File: config.mk
export PLATFORM = sky130hd
export DESIGN_NAME = multidrop_bus_device_receiver_top_flat
export DESIGN_NICKNAME = d
export VERILOG_FILES = /design/src/rtl/mdr_pkg.sv /design/src/rtl/mdr_in_if.sv /design/src/rtl/mdr_out_if.sv /design/src/rtl/mdr_cfg_if.sv /design/src/rtl/mdr_in_stage.sv /design/src/rtl/mdr_protocol.sv /design/src/rtl/multidrop_bus_device_receiver_top.sv /design/src/flat_wrapper.sv
export SDC_FILE = /design/constraint.sdc
export NUM_CORES = 1
export LEC_CHECK = 0
export ABC_AREA = 0
export BUFFER_PORTS_ARGS = -buffer_cell sky130_fd_sc_hd__buf_2
export CAP_MARGIN = 20
export CORE_UTILIZATION = 25
export DETAILED_ROUTE_END_ITERATION = 10
export GPL_TIMING_DRIVEN = 0
export SLEW_MARGIN = 20
export SYNTH_ARGS = -nofsm -noshare
export SYNTH_HDL_FRONTEND = slang
export SYNTH_SLANG_ARGS = --single-unit
File: constraint.sdc
create_clock -name clk -period 3.4 [get_ports clk]
set_input_delay 0.68 -clock clk [delete_from_list [all_inputs] [get_ports clk]]
set_output_delay 0.68 -clock clk [all_outputs]
set_load 0.02 [all_outputs]
File: src/rtl/mdr_pkg.sv
// Shared types and constants of the multidrop bus device receiver.
package mdr_pkg;

	localparam int unsigned WORD_W   = 9;
	localparam int unsigned BYTE_W   = 8;
	localparam int unsigned ID_W     = 7;
	localparam int unsigned KIND_W   = 3;
	localparam int unsigned COUNT_W  = 6;
	localparam int unsigned LEN_W    = 5;
	localparam int unsigned PHASE_W  = 2;

	// Protocol phases.
	localparam logic [PHASE_W-1:0] PHASE_LISTEN  = 2'd0;
	localparam logic [PHASE_W-1:0] PHASE_POLL    = 2'd1;
	localparam logic [PHASE_W-1:0] PHASE_RECEIVE = 2'd2;

	// Word prefixes placed above the device id.
	localparam logic [1:0] PREFIX_ADDR   = 2'b10;
	localparam logic [1:0] PREFIX_POLL   = 2'b11;
	localparam logic [1:0] PREFIX_SELECT = 2'b01;
	localparam logic [WORD_W-1:0] BROADCAST_WORD = 9'h100;

	// Word positions inside a message.
	localparam logic [COUNT_W-1:0] COUNT_START  = 6'd1;
	localparam logic [COUNT_W-1:0] COUNT_LENGTH = 6'd2;
	localparam logic [COUNT_W-1:0] COUNT_EXTRA  = 6'd3;

	// Reply kinds.
	localparam logic [KIND_W-1:0] KIND_NONE  = 3'd0;
	localparam logic [KIND_W-1:0] KIND_ACK   = 3'd1;
	localparam logic [KIND_W-1:0] KIND_NACK  = 3'd2;
	localparam logic [KIND_W-1:0] KIND_EMPTY = 3'd3;
	localparam logic [KIND_W-1:0] KIND_SEND  = 3'd4;

	localparam logic [BYTE_W-1:0] ONE_BYTE = 8'd1;
	localparam logic [ID_W-1:0]   DEVICE_ID_RESET = 7'd10;

	typedef struct packed {
		logic [WORD_W-1:0] rx_word;
		logic [BYTE_W-1:0] pending_tx_length;
	} in_item_t;

	typedef struct packed {
		logic              forward_valid;
		logic [WORD_W-1:0] forward_word;
		logic [KIND_W-1:0] reply_kind;
		logic [BYTE_W-1:0] reply_length;
		logic              message_good;
		logic              message_bad;
	} out_item_t;

endpackage

File: src/rtl/mdr_in_if.sv
// Channel that carries received words into the receiver.
interface mdr_in_if;
	logic       valid;
	logic       ready;
	logic [8:0] rx_word;
	logic [7:0] pending_tx_length;

	modport source(output valid, output rx_word, output pending_tx_length, input ready);
	modport sink(input valid, input rx_word, input pending_tx_length, output ready);
endinterface

File: src/rtl/mdr_out_if.sv
// Channel that carries the per-word results out of the receiver.
interface mdr_out_if;
	logic       valid;
	logic       ready;
	logic       forward_valid;
	logic [8:0] forward_word;
	logic [2:0] reply_kind;
	logic [7:0] reply_length;
	logic       message_good;
	logic       message_bad;

	modport source(output valid, output forward_valid, output forward_word,
		output reply_kind, output reply_length, output message_good,
		output message_bad, input ready);
	modport sink(input valid, input forward_valid, input forward_word,
		input reply_kind, input reply_length, input message_good,
		input message_bad, output ready);
endinterface

File: src/rtl/mdr_cfg_if.sv
// Write channel for the device id register.
interface mdr_cfg_if;
	logic       valid;
	logic       ready;
	logic [6:0] device_id;

	modport source(output valid, output device_id, input ready);
	modport sink(input valid, input device_id, output ready);
endinterface

File: src/rtl/mdr_in_stage.sv
// Input register stage that holds one received word for the decoder.
module mdr_in_stage (
	input  logic                clk,
	input  logic                arst_n,
	input  logic                in_valid,
	input  mdr_pkg::in_item_t   in_item,
	output logic                in_ready,
	input  logic                take,
	output logic                valid_s1,
	output mdr_pkg::in_item_t   item_s1
);

	// The stage refills whenever it is empty or its word moves on.
	assign in_ready = !valid_s1 || take;

	always_ff @(posedge clk or negedge arst_n) begin
		if (!arst_n) begin
			valid_s1 <= 1'b0;
		end else if (in_ready) begin
			valid_s1 <= in_valid;
		end
	end

	always_ff @(posedge clk) begin
		if (in_ready && in_valid) begin
			item_s1 <= in_item;
		end
	end

endmodule

File: src/rtl/mdr_protocol.sv
// Protocol state, per-word decode and the result register.
module mdr_protocol (
	input  logic                         clk,
	input  logic                         arst_n,
	input  logic [mdr_pkg::ID_W-1:0]     device_id,
	input  logic                         valid_s1,
	input  mdr_pkg::in_item_t            item_s1,
	output logic                         take,
	input  logic                         out_ready,
	output logic                         valid_s2,
	output mdr_pkg::out_item_t           result_s2
);

	logic [mdr_pkg::PHASE_W-1:0] phase_q, phase_d, phase_now;
	logic [mdr_pkg::BYTE_W-1:0]  sum_q, sum_d, sum_add;
	logic [mdr_pkg::COUNT_W-1:0] count_q, count_d, count_inc;
	logic [mdr_pkg::LEN_W-1:0]   len_q, len_d;
	logic                        bcast_q, bcast_d;
	logic [mdr_pkg::WORD_W-1:0]  w;
	mdr_pkg::out_item_t          res;
	logic                        advance;

	assign advance = !valid_s2 || out_ready;
	assign take    = advance;
	assign w       = item_s1.rx_word;

	assign sum_add   = sum_q + w[mdr_pkg::BYTE_W-1:0];
	assign count_inc = count_q + 6'd1;

	always_comb begin
		// A start word always drops back to listening before decode.
		phase_now = w[mdr_pkg::WORD_W-1] ? mdr_pkg::PHASE_LISTEN : phase_q;
		phase_d   = phase_now;
		sum_d     = sum_q;
		count_d   = count_q;
		len_d     = len_q;
		bcast_d   = bcast_q;
		res       = '0;
		case (phase_now)
			mdr_pkg::PHASE_POLL: begin
				if (w == {mdr_pkg::PREFIX_SELECT, device_id}) begin
					if (item_s1.pending_tx_length == '0) begin
						res.reply_kind   = mdr_pkg::KIND_EMPTY;
						res.reply_length = mdr_pkg::ONE_BYTE;
					end else begin
						res.reply_kind   = mdr_pkg::KIND_SEND;
						res.reply_length = item_s1.pending_tx_length;
					end
					phase_d = mdr_pkg::PHASE_LISTEN;
				end
			end
			mdr_pkg::PHASE_RECEIVE: begin
				sum_d   = sum_add;
				count_d = count_inc;
				if (count_inc == mdr_pkg::COUNT_LENGTH) begin
					len_d             = w[mdr_pkg::LEN_W-1:0];
					res.forward_valid = 1'b1;
					res.forward_word  = w;
				end else if (count_inc == ({1'b0, len_q} + mdr_pkg::COUNT_EXTRA)) begin
					if (sum_add == '0) begin
						res.message_good = 1'b1;
						if (!bcast_q) begin
							res.reply_kind   = mdr_pkg::KIND_ACK;
							res.reply_length = mdr_pkg::ONE_BYTE;
						end
					end else begin
						res.message_bad = 1'b1;
						if (!bcast_q) begin
							res.reply_kind   = mdr_pkg::KIND_NACK;
							res.reply_length = mdr_pkg::ONE_BYTE;
						end
					end
					phase_d = mdr_pkg::PHASE_LISTEN;
				end else begin
					res.forward_valid = 1'b1;
					res.forward_word  = w;
				end
			end
			default: begin
				if (w == {mdr_pkg::PREFIX_ADDR, device_id} || w == mdr_pkg::BROADCAST_WORD) begin
					phase_d           = mdr_pkg::PHASE_RECEIVE;
					count_d           = mdr_pkg::COUNT_START;
					sum_d             = w[mdr_pkg::BYTE_W-1:0];
					bcast_d           = (w == mdr_pkg::BROADCAST_WORD);
					res.forward_valid = 1'b1;
					res.forward_word  = w;
				end else if (w == {mdr_pkg::PREFIX_POLL, device_id}) begin
					phase_d = mdr_pkg::PHASE_POLL;
				end
			end
		endcase
	end

	always_ff @(posedge clk or negedge arst_n) begin
		if (!arst_n) begin
			phase_q  <= mdr_pkg::PHASE_LISTEN;
			sum_q    <= '0;
			count_q  <= '0;
			len_q    <= '0;
			bcast_q  <= 1'b0;
			valid_s2 <= 1'b0;
		end else if (advance) begin
			valid_s2 <= valid_s1;
			if (valid_s1) begin
				phase_q <= phase_d;
				sum_q   <= sum_d;
				count_q <= count_d;
				len_q   <= len_d;
				bcast_q <= bcast_d;
			end
		end
	end

	always_ff @(posedge clk) begin
		if (advance && valid_s1) begin
			result_s2 <= res;
		end
	end

endmodule

File: src/rtl/multidrop_bus_device_receiver_top.sv
// Top level of the device-side receiver for a 9-bit multidrop serial bus.
//
// Channels: rx takes one received 9-bit word together with the length of the
// next queued outgoing message; a transfer happens on a clock edge where
// valid and ready are both high. tx delivers exactly one result per accepted
// word: the forwarded word (if any), the reply request and the end-of-message
// good/bad pulses. cfg writes the 7-bit device id; it is always ready and must
// only be used while no word is in flight.
// A word accepted on rx passes the input register, then the decode and result
// register, before it appears on tx. Throughput is one word per cycle while tx
// does not stall; the per-word state update (phase, checksum, word count) is a
// single short step that closes between the two registers.
// Reset (arst_n low) empties both stages, returns the protocol to listening
// with cleared checksum and counters, and sets the device id to 10.
// When the consumer on tx stalls, the result register holds its transfer and
// the input register keeps one more word; rx.ready falls only when both are
// full, so no word is lost or repeated.
module multidrop_bus_device_receiver_top (
	input  logic       clk,
	input  logic       arst_n,
	mdr_in_if.sink     rx,
	mdr_out_if.source  tx,
	mdr_cfg_if.sink    cfg
);

	logic [mdr_pkg::ID_W-1:0] device_id_q;
	mdr_pkg::in_item_t        in_item;
	mdr_pkg::in_item_t        item_s1;
	mdr_pkg::out_item_t       result_s2;
	logic                     valid_s1;
	logic                     valid_s2;
	logic                     take;

	// The id register accepts a write in every cycle.
	assign cfg.ready = 1'b1;

	always_ff @(posedge clk or negedge arst_n) begin
		if (!arst_n) begin
			device_id_q <= mdr_pkg::DEVICE_ID_RESET;
		end else if (cfg.valid) begin
			device_id_q <= cfg.device_id;
		end
	end

	assign in_item.rx_word           = rx.rx_word;
	assign in_item.pending_tx_length = rx.pending_tx_length;

	// Stage one: register the incoming word.
	mdr_in_stage u_in_stage (
		.clk      (clk),
		.arst_n   (arst_n),
		.in_valid (rx.valid),
		.in_item  (in_item),
		.in_ready (rx.ready),
		.take     (take),
		.valid_s1 (valid_s1),
		.item_s1  (item_s1)
	);

	// Stage two: decode against the protocol state and register the result.
	mdr_protocol u_protocol (
		.clk       (clk),
		.arst_n    (arst_n),
		.device_id (device_id_q),
		.valid_s1  (valid_s1),
		.item_s1   (item_s1),
		.take      (take),
		.out_ready (tx.ready),
		.valid_s2  (valid_s2),
		.result_s2 (result_s2)
	);

	assign tx.valid         = valid_s2;
	assign tx.forward_valid = result_s2.forward_valid;
	assign tx.forward_word  = result_s2.forward_word;
	assign tx.reply_kind    = result_s2.reply_kind;
	assign tx.reply_length  = result_s2.reply_length;
	assign tx.message_good  = result_s2.message_good;
	assign tx.message_bad   = result_s2.message_bad;

endmodule
File: src/flat_wrapper.sv
// flat-port wrapper written by rule: the top's interface ports become plain ports
module multidrop_bus_device_receiver_top_flat 
  (clk, arst_n, rx_valid, rx_rx_word, rx_pending_tx_length, rx_ready, tx_valid, tx_forward_valid, tx_forward_word, tx_reply_kind, tx_reply_length, tx_message_good, tx_message_bad, tx_ready, cfg_valid, cfg_device_id, cfg_ready);
  mdr_in_if rx_i ();
  mdr_out_if tx_i ();
  mdr_cfg_if cfg_i ();
  input  logic clk;
  input  logic arst_n;
  input wire logic [$bits(rx_i.valid)-1:0] rx_valid;
  input wire logic [$bits(rx_i.rx_word)-1:0] rx_rx_word;
  input wire logic [$bits(rx_i.pending_tx_length)-1:0] rx_pending_tx_length;
  output wire logic [$bits(rx_i.ready)-1:0] rx_ready;
  output wire logic [$bits(tx_i.valid)-1:0] tx_valid;
  output wire logic [$bits(tx_i.forward_valid)-1:0] tx_forward_valid;
  output wire logic [$bits(tx_i.forward_word)-1:0] tx_forward_word;
  output wire logic [$bits(tx_i.reply_kind)-1:0] tx_reply_kind;
  output wire logic [$bits(tx_i.reply_length)-1:0] tx_reply_length;
  output wire logic [$bits(tx_i.message_good)-1:0] tx_message_good;
  output wire logic [$bits(tx_i.message_bad)-1:0] tx_message_bad;
  input wire logic [$bits(tx_i.ready)-1:0] tx_ready;
  input wire logic [$bits(cfg_i.valid)-1:0] cfg_valid;
  input wire logic [$bits(cfg_i.device_id)-1:0] cfg_device_id;
  output wire logic [$bits(cfg_i.ready)-1:0] cfg_ready;
  assign rx_i.valid = rx_valid;
  assign rx_i.rx_word = rx_rx_word;
  assign rx_i.pending_tx_length = rx_pending_tx_length;
  assign rx_ready = rx_i.ready;
  assign tx_valid = tx_i.valid;
  assign tx_forward_valid = tx_i.forward_valid;
  assign tx_forward_word = tx_i.forward_word;
  assign tx_reply_kind = tx_i.reply_kind;
  assign tx_reply_length = tx_i.reply_length;
  assign tx_message_good = tx_i.message_good;
  assign tx_message_bad = tx_i.message_bad;
  assign tx_i.ready = tx_ready;
  assign cfg_i.valid = cfg_valid;
  assign cfg_i.device_id = cfg_device_id;
  assign cfg_ready = cfg_i.ready;
  multidrop_bus_device_receiver_top u_core (.clk(clk), .arst_n(arst_n), .rx(rx_i), .tx(tx_i), .cfg(cfg_i));
endmodule
### After elaboration in Yosys (flattened, before gate mapping)

Index checks and enable logic that the tools add are counted.
W data, S select, Z words.

* register bits: 71
* bits of input ports: 29
* output and inout port bits: 26
* word-level logic and storage cells: 72

* $add $sub $neg: 3
* equal/unequal tests: 8
* multiplexer cells: 25
* bitwise operators: 4
* reduce and logical (&&, ||, !) cells: 16

Operators with widths (count)
* $mux W10: 4
* $mux W11: 3
* $mux W13: 2
* $pmux W11 S2: 1
* $pmux W10 S2: 1
* $eq A9 B9 Y1: 2
* $logic_not A8 Y1: 2
* $pmux W8 S2: 1
* $mux W2: 6
* $pmux W6 S2: 1
* $reduce_and A4 Y1: 3
* $eq A9 B8 Y1: 1
* $eq A9 B9 Y1 const B: 1
* $mux W9: 1
* $add A8 B8 Y8: 1
* $mux W8: 1
* $add A5 B2 Y6 const B: 1
* $add A6 B1 Y6 const B: 1
* $eq A6 B2 Y1 const B: 1
* $eq A6 B6 Y1: 1
* $mux W6: 1
* $not A1 Y1: 4
* $pmux W2 S2: 1
* $logic_or A1 B1 Y1: 3
* 9 further kinds: 12

### Depth between registers and ports, before layout

Gate-level depths: netlist of run 1.

* depth after elaboration: 6
* depth in mapped cells: 9
* gate-level depth less buffers: 9

### Hierarchy

A second synthesis of run 1 with hierarchy kept.

* cells, all modules: 285
* area total of the unflattened synthesis: 3579.7 sq um

By module, submodules not included
* mdr_protocol: times used 1, cells an instance 247, area each 2710.1 sq um, sequential area each 1266.2 sq um
* mdr_in_stage: times used 1, cells an instance 21, area each 564.3 sq um, sequential area each 535.5 sq um
* multidrop_bus_device_receiver_top: times used 1, cells an instance 17, area each 305.3 sq um, sequential area each 177.7 sq um

### Worst setup path after synthesis of run 1

OpenSTA, ideal clock, no wires.

* path kind: register -> register
* start point: register u_core.u_in_stage.item_s1[8] (netlist name)
* end point: register u_core.u_protocol.result_s2[11] (netlist name)
* setup time: 0.271 ns
* arrival time: 2.692 ns
* data required time: 3.129 ns
* slack: 0.437 ns
* cell stages (with the launch flop): 10
* path buffers: 0
* period minus slack after synthesis: 2.963 ns
* path through: edfxtp_1 ha_1 fa_1 a211oi_2 nor2_1 xor2_1 or4_1 or3_1 a41oi_1 nor2_1

==> results.toml, run 1 <==
[worst_setup_path]
worstSetupStartpointType = "flip-flop"
ff2ff_setup_slack_ns = 0.15
worst-r2r-cell-count = 9
rr_startpoint = "u_core.u_in_stage.item_s1[8]"
cp.arrival_ns = 3.31
reg2reg_to = "u_core.u_protocol.result_s2[11]"
crit_type = "flip-flop to flip-flop"
setup.worst_path.end_class = "flip-flop"
cp_max_fo = 5
cp.required_ns = 3.45

[detailed_routing]
routed_wl_mm = 7.73
drt_pass1_iterations = 4
first_iter_violations = 86
wl_met2_mm = 3.57
viasPerCell = 4.60
top_layer_used = "met4"
routedWlPerCell_um = 14.4
num_vias = 2464
wl_met1_mm = 3.60
route.detailed.drc = 0
dr_wl_met3_um = 432
final_antenna_net_count = 0

[grt]
grt_overflow = 0
grt_pass1_vias = 2585
grt_pass1_wl_mm = 12.8
antenna_found_initial = 0
grt.total_usage_pct = 11.6
grt_max_degree = 32

[synthesis]
syn_area_um2 = 3500
async_reset_ff_share_pct = 43.7
synth-seq-cells = 71
synth_top_family_by_area = "simple AND/OR/NAND/NOR gates"
synth-compound-area-share_pct = 10.3
synth-simple-area-share_pct = 15.0
synth_cell_types = 54
synthAdderAreaFrac_pct = 4.87
post-synth-top-area-cell = "edfxtp_1"
ys_seq_area_share_pct = 56.6
synth_ff_type = "edfxtp_1"
synth-edff-count = 40
netlist_instances = 290
yosysTopAreaCellShare_pct = 34.3
ys_top_cells_by_area = "edfxtp_1 34%, dfrtp_1 21%, ha_1 4.3%"
yosys_warnings = 0
synth.area.mux_share_pct = 5.22
syn_avg_cell_area_um2 = 12.1
synth-xor-area-share_pct = 6.01
syn_nets = 332

[timing]
timing_worst_slew_pin_value_ns = 1.03
post-route-period-util_pct = 95.7
fin_tns_setup_ns = 0
finClkSkew_ns = 0.00643
rsz0062_at_grt = "no"
fmax_ghz = 0.307
relSlewSlack_pct = 31.1
setup_violations = 0
finalCriticalPeriod_ns = 3.25
hold_viol_final = 0
finalMaxSlewViolations = 0
hold_slack_ns = 0.415

[run_status]
outcome = "completed"

[flow_run]
drv_cap = 0

[clock_network]
cts_sinks = 71
root_buffer = "clkbuf_16"
ctsLongestPathBuffers = 2
cts.clk_slew.worst_paths_ns = 0.05
post_cts_resized = 0
cts_max_level = 3
clock_latency_ns = 0.33
numCtsBuffers = 9
cts_tree = "built"

[finish]
area_growth_pct = 22.2
layout_commonest_cell = "buf_2"
layout_common_cells = "52 x buf_2, 40 x edfxtp_1, 29 x dfrtp_1, 27 x nand2_1, 18 x o21ai_0"
regArea_um2 = 1980
layout.nets = 397
diodes = 0
final.fill_count = 1391
layout-drive-gt1-share_pct = 25.6
fin_util_pct = 31.8
multi_input_area_um2 = 1450

[pwr]
peakVddDrop_mv = 0.246
p_leak_nw = 1.72
powerDensity_nw_per_um2 = 517

[floorplan]
io_pins = 55
die_h_um = 120
die_area_um2 = 14500
coreArea_um2 = 13500
rows = 42
initial_core_util_pct = 26.0
dieWidth_um = 120

[placement]
hpwlAfterDp_mm = 5.77
place.gp.congestion = 0.816
portBuffers = 52

[min_path]
hold_path.class = "primary input to async pin"
## area by class of cell
type | count | share of cell area (%)
timing repair buffer | 54 | 6.44
tap | 176 | 5.15
multi-input combinational | 202 | 33.9
buffer | 7 | 0.703
clock buffer | 11 | 5.44
clock inverter | 5 | 1.14
sequential | 71 | 46.3
inverter | 10 | 0.878
## worst max-delay path, cell delays in order (launching register included)
cell,delay (ns)
edfxtp_1,0.49
ha_1,0.29
fa_1,0.46
a211oi_2,0.28
nor2_1,0.10
xor2_1,0.15
or4_1,0.54
or3_1,0.38
a41oi_1,0.23
nor2_1,0.05
## cells by family after synthesis
logic type | Yosys count
AOI/OAI and AO/OA | 50
xor gates and xnor gates | 24
adders and majority gates | 13
buffers and inverters | 17
DFF | 71
muxes | 17
other | 1
and+or+nand+nor | 97
## metrics by stage
| step | instance area (µm²) | setup slack, ns | total power [mW] | cells |
|---|---|---|---|---|
| 6_report | 4270 | 0.148 | 2.21 | 536 |
| 5_1_grt | 4270 | 0.0485 | 2.31 | 536 |
| 4_1_cts | 4260 | 0.106 | 2.24 | 534 |
| 3_5_place_dp | 3980 | 0.117 | 1.33 | 518 |
| 3_3_place_gp | 3980 | 0.145 | 1.32 | 518 |
| 2_1_floorplan | 3500 | 0.437 | 1.23 | 290 |
## sequential cells by signal (all words and copies together), names as in the netlist
signal                       flops
u_core.device_id_q               7
u_core.u_in_stage.item_s1       17
u_core.u_in_stage.valid_s1       1
u_core.u_protocol.bcast_q        1
u_core.u_protocol.count_q        6
u_core.u_protocol.len_q          5
u_core.u_protocol.phase_q        2
u_core.u_protocol.result_s2     23
u_core.u_protocol.sum_q          8
u_core.u_protocol.valid_s2       1
## layer usage
metal  up-vias  GRT usage [%]
li1       1183              -
met1      1204           14.7
met2        69           18.8
met3         8           2.78
met4         0           5.48
met5         -              0
## synthesized netlist by cell type, types with 6 or more instances
cell,n
ha_1,12
mux2_2,10
nand2_1,27
xor2_1,14
o21ai_0,18
nor4_1,6
mux2i_1,7
nand2b_1,6
inv_1,10
and2_1,17
nor2_1,14
edfxtp_1,40
a21oi_1,6
nor3_1,6
dfrtp_1,29
xnor2_1,10
## what timing repair did
action	in CTS	in global routing
hold buffers	0	0
setup buffers	0	2
endpoints found under the setup margin	0	1
## worst max-delay path by stage
stage / start / endpoint / slack (ns) / depth (start not counted)
global route: u_core.u_in_stage.item_s1[8] / u_core.u_protocol.result_s2[11] / 0.05 / 9
detailed placement: u_core.u_in_stage.item_s1[8] / u_core.u_protocol.result_s2[11] / 0.12 / 9
CTS: u_core.u_in_stage.item_s1[8] / u_core.u_protocol.result_s2[11] / 0.11 / 9
floorplan: u_core.u_in_stage.item_s1[8] / u_core.u_protocol.result_s2[11] / 0.44 / 9
global placement: u_core.u_in_stage.item_s1[8] / u_core.u_protocol.result_s2[11] / 0.15 / 8
finish: u_core.u_in_stage.item_s1[8] / u_core.u_protocol.result_s2[11] / 0.15 / 9
## where the power goes
group          internal (mW)  switching (mW)
sequential             0.982          0.0481
clock                  0.561           0.335
combinational          0.116           0.167
total                   1.66           0.550
Note: power is estimated with default switching activity, not from simulation.
==> run 2: changes to the inputs <==
- MAX_ROUTING_LAYER: unset -> met4
- REMOVE_ABC_BUFFERS: unset -> 1
- SETUP_SLACK_MARGIN: unset -> 0.4
==> run 2 against run 1 <==
Effect of this change:
- sequential power about the same
- critical path depth decreased by 1
- flip-flop and latch count is the same
- count of clock-buffer cells in the layout fell by 2
- critical path type unchanged
- largest power group unchanged
==> results.toml, run 2 (same netlist as run 1, synthesis figures left out) <==
[worst_setup_path]
rr_startpoint = "u_core.u_in_stage.item_s1[8]"
worst-r2r-cell-count = 8
cp.arrival_ns = 3.09
cp_top_family = "simple AND/OR/NAND/NOR gates"
crit_path_max_incr_delay_ns = 0.56
crit_slowest_cell = "or4_4"
worstSetupStartpointType = "flip-flop"
crit_chain = "ha_4 -> fa_2 -> xor2_1 -> or3_1 -> or4_4 -> or3_4 -> a41oi_2 -> nor2_1"
crit_type = "flip-flop to flip-flop"
critPathCapture = "u_core.u_protocol.result_s2[11]"
crit_buf_inv = 0
reg2reg_to = "u_core.u_protocol.result_s2[11]"
ff2ff_setup_slack_ns = 0.38
path_depth = 8
cp.required_ns = 3.47
critical_path.startpoint = "u_core.u_in_stage.item_s1[8]"
cp_max_fo = 2
setup.worst_path.end_class = "flip-flop"

[detailed_routing]
viasPerCell = 4.44
drt_pass1_iterations = 4
routed_wl_mm = 7.21
routedWlPerCell_um = 13.6
route.detailed.drc = 0
final_antenna_net_count = 0
num_vias = 2355
first_iter_violations = 168

[clock_network]
ctsHoldBuffers = 0
ctsLongestPathBuffers = 2
cts_tree = "built"
root_buffer = "clkbuf_16"
cts_max_level = 3
cts_sinks = 71
cts.clk_slew.worst_paths_ns = 0.06
numCtsBuffers = 9
clock_latency_ns = 0.34

[finish]
layout_commonest_cell = "buf_2"
layout.nets = 391
fin_util_pct = 32.0
layout_common_cells = "53 x buf_2, 40 x edfxtp_1, 29 x dfrtp_1, 27 x nand2_1, 18 x o21ai_0"
largest_register_ff_count = 23
final_area_um2 = 4300
reg.largest.list = "u_core.u_protocol.result_s2 x23, u_core.u_in_stage.item_s1 x17, u_core.u_protocol.sum_q x8"
layout-drive-gt1-share_pct = 28.2
diodes = 0
area_growth_pct = 23.1
regMostFlops = "u_core.u_protocol.result_s2"
final.fill_count = 1396
final_cells = 530

[pwr]
p_leak_nw = 1.72
peakVddDrop_mv = 0.391
powerDensity_nw_per_um2 = 517
netSwitchingPower_mw = 0.564
seq_power_share_pct = 46.3
internal_power_mw = 1.66
pwr-share-clk_pct = 41.0
swShare_pct = 25.3
p_comb_share_pct = 12.7
power_mw = 2.22

[grt]
grt_overflow = 0
grt_pass1_vias = 2439
antenna_found_initial = 0
grt.total_usage_pct = 11.3
grt_pass1_wl_mm = 12.1
grt_max_degree = 32

[floorplan]
io_pins = 55
coreArea_um2 = 13500
dieWidth_um = 120
die_area_um2 = 14500
rows = 42
initial_core_util_pct = 26.0
die_h_um = 120

[placement]
placed_area_um2 = 3970
portBuffers = 53
hpwlAfterDp_mm = 5.20
dp_cells = 513
place.gp.congestion = 0.807
dp_slack_ns = 0.0616

[timing]
relSlewSlack_pct = 33.5
fin_tns_setup_ns = 0
hold_slack_ns = 0.410
fmax_ghz = 0.331
finClkSkew_ns = 0.00904
post-route-period-util_pct = 88.9
timing_worst_slew_pin_value_ns = 0.996
finalCriticalPeriod_ns = 3.02
layout_setup_ws_ns = 0.378
setup_violations = 0
finalMaxSlewViolations = 0
hold_viol_final = 0
rsz0062_at_grt = "yes"

[run_status]
outcome = "completed"

[min_path]
hold_path.class = "primary input to async pin"

[flow_run]
drv_cap = 0
[run 2: power groups by stage]
stage	sequential (mW)	clock (mW)	combinational, mW
final	1.03	0.911	0.283
after global placement	1.04	0	0.269
after floorplan	1.06	0	0.173
after detailed placement	1.05	0	0.275
after CTS	1.03	0.932	0.285
after global routing	1.04	0.967	0.318
[run 2: worst min path at each step]
stage	from	end	slack (ns)	cells past startpoint
2_1_floorplan	arst_n	u_core.device_id_q[0]	0.38	0
3_3_place_gp	u_core.u_in_stage.valid_s1	u_core.u_protocol.valid_s2	0.47	1
3_5_place_dp	u_core.u_protocol.sum_q[2]	u_core.u_protocol.sum_q[2]	0.49	2
4_1_cts	arst_n	u_core.device_id_q[2]	0.43	1
5_1_grt	arst_n	u_core.device_id_q[2]	0.46	1
6_report	arst_n	u_core.device_id_q[2]	0.41	1
[run 2: cell type report]
cell class / instances / area [µm²] / share of cell area [%]
multi-input cells: 202 / 1490 / 34.6
clock inverters: 7 / 63.8 / 1.48
well taps: 176 / 220 / 5.12
flip-flops and latches: 71 / 1980 / 46.0
repair buffers: 55 / 288 / 6.69
inverters: 10 / 37.5 / 0.872
clock buffers: 9 / 225 / 5.23
[run 2: timing repair]
item                       in CTS  in global routing
pin swaps                       1                  4
setup buffers                   1                  0
hold endpoints to repair        0                  0
setup endpoints to repair       4                  5
resized for setup               6                  1
[run 2: worst reg2reg max path, cell delays in order (launching register included)]
cell	delay, ns
edfxtp_1	0.46
ha_4	0.22
fa_2	0.41
xor2_1	0.17
or3_1	0.33
or4_4	0.56
or3_4	0.36
a41oi_2	0.18
nor2_1	0.07
[run 2: layer usage]
metal  wire length (µm)  track usage, %
met1               3300            13.7
met2               3480            17.7
met3                305            3.49
met4                117            4.40
met5                  0               -
==> run 3: changes to the inputs <==
- ABC_AREA: 0 -> 1
==> run 3 against run 2 <==
Effect of this change:
- area after synthesis is 9.0% higher
- core utilization is 1.2 points lower
- clock skew shrank 0.0024 ns
- fmax up 15%
- first-iteration DRC count grew 18%
- routed wire length is 14% higher
- critical endpoint is now u_core.u_protocol.result_s2[10]
- largest power group unchanged
==> results.toml, run 3 <==
[worst_setup_path]
setup.worst_path.end_class = "flip-flop"
reg2reg_to = "u_core.u_protocol.result_s2[10]"
crit_chain = "ha_1 -> fa_1 -> or2_2 -> nor2_1 -> nand3_1 -> nor2_1 -> nand3_1 -> nor2_1 -> nand3_1 -> a21oi_1"
crit_slowest_cell = "edfxtp_1"
cp_top_family = "simple AND/OR/NAND/NOR gates"
cp.arrival_ns = 2.80
crit_path_max_incr_delay_ns = 0.48
crit_buf_inv = 0
rr_startpoint = "u_core.u_in_stage.item_s1[8]"
cp_max_fo = 5
worst-r2r-cell-count = 10
crit_type = "flip-flop to flip-flop"
ff2ff_setup_slack_ns = 0.76
cp.required_ns = 3.56
worstSetupStartpointType = "flip-flop"

[detailed_routing]
route.detailed.drc = 0
first_iter_violations = 198
final_antenna_net_count = 0
viasPerCell = 4.46
num_vias = 3049
routedWlPerCell_um = 12.0
routed_wl_mm = 8.18
drt_pass1_iterations = 6

[pwr]
powerDensity_nw_per_um2 = 517
peakVddDrop_mv = 0.297
p_leak_nw = 2.17
power_mw = 2.34

[timing]
finalMaxSlewViolations = 0
timing_worst_slew_pin_value_ns = 0.797
post-route-period-util_pct = 77.6
finalCriticalPeriod_ns = 2.64
relSlewSlack_pct = 46.7
setup_violations = 0
hold_viol_final = 0
finClkSkew_ns = 0.00659
rsz0062_at_grt = "no"
fmax_ghz = 0.379

[finish]
final.fill_count = 1497
area_growth_pct = 18.8
largest_register_ff_count = 23
multi_input_area_um2 = 1530
diodes = 0
reg.largest.list = "u_core.u_protocol.result_s2 x23, u_core.u_in_stage.item_s1 x17, u_core.u_protocol.sum_q x8"
layout-drive-gt1-share_pct = 20.8
regArea_um2 = 1980
layout.nets = 537
layout_common_cells = "132 x nand2_1, 59 x inv_1, 53 x buf_2, 40 x edfxtp_1, 38 x nand3_1"
final_area_um2 = 4530
regMostFlops = "u_core.u_protocol.result_s2"
layout_commonest_cell = "nand2_1"

[synthesis]
synth_common_cells = "132 x nand2_1, 59 x inv_1, 40 x edfxtp_1, 38 x nand3_1, 29 x dfrtp_1"
ys_seq_area_share_pct = 51.9
post-synth-top-count-cell = "nand2_1"
syn_avg_cell_area_um2 = 8.63
post-synth-top-area-cell = "edfxtp_1"
synth_cell_types = 38
synth_ff_type = "edfxtp_1"
yosys_warnings = 0
syn_area_um2 = 3810
ys_top_cells_by_area = "edfxtp_1 32%, dfrtp_1 19%, nand2_1 13%"
synth-seq-cells = 71
async_reset_ff_share_pct = 43.7
synth-edff-count = 40
yosysTopAreaCellShare_pct = 31.5
netlist_instances = 442

[floorplan]
die_area_um2 = 15700
coreArea_um2 = 14700
die_h_um = 125
rows = 44
io_pins = 55
initial_core_util_pct = 25.9
dieWidth_um = 125

[grt]
grt_pass1_vias = 3004
grt_pass1_wl_mm = 14.0
antenna_found_initial = 0
grt_overflow = 0
grt_max_degree = 32
grt.total_usage_pct = 11.3

[placement]
hpwlAfterDp_mm = 6.18
placed_area_um2 = 4240
place.gp.congestion = 0.855
portBuffers = 53

[min_path]
hold_path.class = "primary input to async pin"

[clock_network]
cts_tree = "built"
root_buffer = "clkbuf_16"
clock_latency_ns = 0.32
post_cts_resized = 0
ctsLongestPathBuffers = 2
cts_max_level = 3
numCtsBuffers = 9
post_cts_buffers = 0
cts.clk_slew.worst_paths_ns = 0.05
ctsHoldBuffers = 0
cts_sinks = 71

[flow_run]
drv_cap = 0

[run_status]
outcome = "completed"
## run 3: cell types whose count changed after synthesis, sizes merged, moves of 5 or more
cell | before | now
nand2 | 28 | 139
inv | 10 | 61
nand3 | 5 | 39
nor2 | 15 | 41
and2 | 17 | 0
nand4 | 0 | 12
xor2 | 14 | 3
mux2 | 10 | 2
xnor2 | 10 | 2
mux2i | 7 | 0
nand2b | 6 | 0
buf | 3 | 8
nor4 | 6 | 1
## run 3: worst reg2reg max path, stage by stage, from the launching register on
cell      delay, ns
edfxtp_1       0.48
ha_1           0.28
fa_1           0.47
or2_2          0.31
nor2_1         0.13
nand3_1        0.09
nor2_1         0.15
nand3_1        0.10
nor2_1         0.18
nand3_1        0.10
a21oi_1        0.17
## run 3: how the worst max path moves through the flow
| stage | endpoint | start | cells after the start | slack [ns] |
|---|---|---|---|---|
| after floorplan | u_core.u_protocol.count_q[2] | tx_ready | 7 | 0.56 |
| after global placement | u_core.u_protocol.count_q[0] | tx_ready | 7 | -0.46 |
| after detailed placement | u_core.u_protocol.count_q[5] | tx_ready | 8 | 0.73 |
| after CTS | u_core.u_protocol.result_s2[10] | u_core.u_in_stage.item_s1[8] | 10 | 0.77 |
| after global routing | u_core.u_protocol.result_s2[10] | u_core.u_in_stage.item_s1[8] | 10 | 0.58 |
| final | u_core.u_protocol.result_s2[10] | u_core.u_in_stage.item_s1[8] | 10 | 0.76 |
## run 3: cells by family after synthesis
logic type / after synthesis / share of synthesized area [%]
AOI/OAI and AO/OA: 32 / 4.76
xor gates and xnor gates: 5 / 1.15
adders and majority gates: 13 / 4.46
buffers and inverters: 72 / 8.04
DFF: 71 / 51.9
muxes: 2 / 0.591
other: 1 / 0.0984
and+or+nand+nor: 246 / 29.0
## run 3: cell type report
| class | instances | area share [%] |
|---|---|---|
| clock buffer | 9 | 4.97 |
| clock inverter | 7 | 1.41 |
| inverter | 61 | 5.11 |
| multi-input combinational | 299 | 33.9 |
| sequential | 71 | 43.7 |
| tap | 184 | 5.08 |
| timing repair buffer | 53 | 5.86 |
## run 3: metal layers
metal  track usage (%)  vias up  part of all wire, %
li1                  -     1537                    -
met1              12.6     1452                   43
met2              20.1       52                   53
met3              1.71        8                  2.6
met4              4.95        0                  1.2
met5                 -        -                    0
## run 3: per-stage QoR
stage / setup slack (ns) / cells / hold slack (ns) / TNS [ns] / utilization [%]
after floorplan: 0.559 / 431 / 0.384 / 0 / -
after global placement: -0.460 / 668 / 0.464 / -6.33 / 28.8
after detailed placement: 0.727 / 668 / 0.465 / 0 / 28.8
after CTS: 0.771 / 684 / 0.442 / 0 / 30.8
after global routing: 0.576 / 684 / 0.479 / 0 / 30.8
final: 0.763 / 684 / 0.409 / 0 / 30.8
## run 3: power by group
group,switching [mW],leakage (nW),internal (mW)
clock,0.332,0.149,0.561
sequential,0.0551,0.772,0.999
combinational,0.257,1.25,0.135
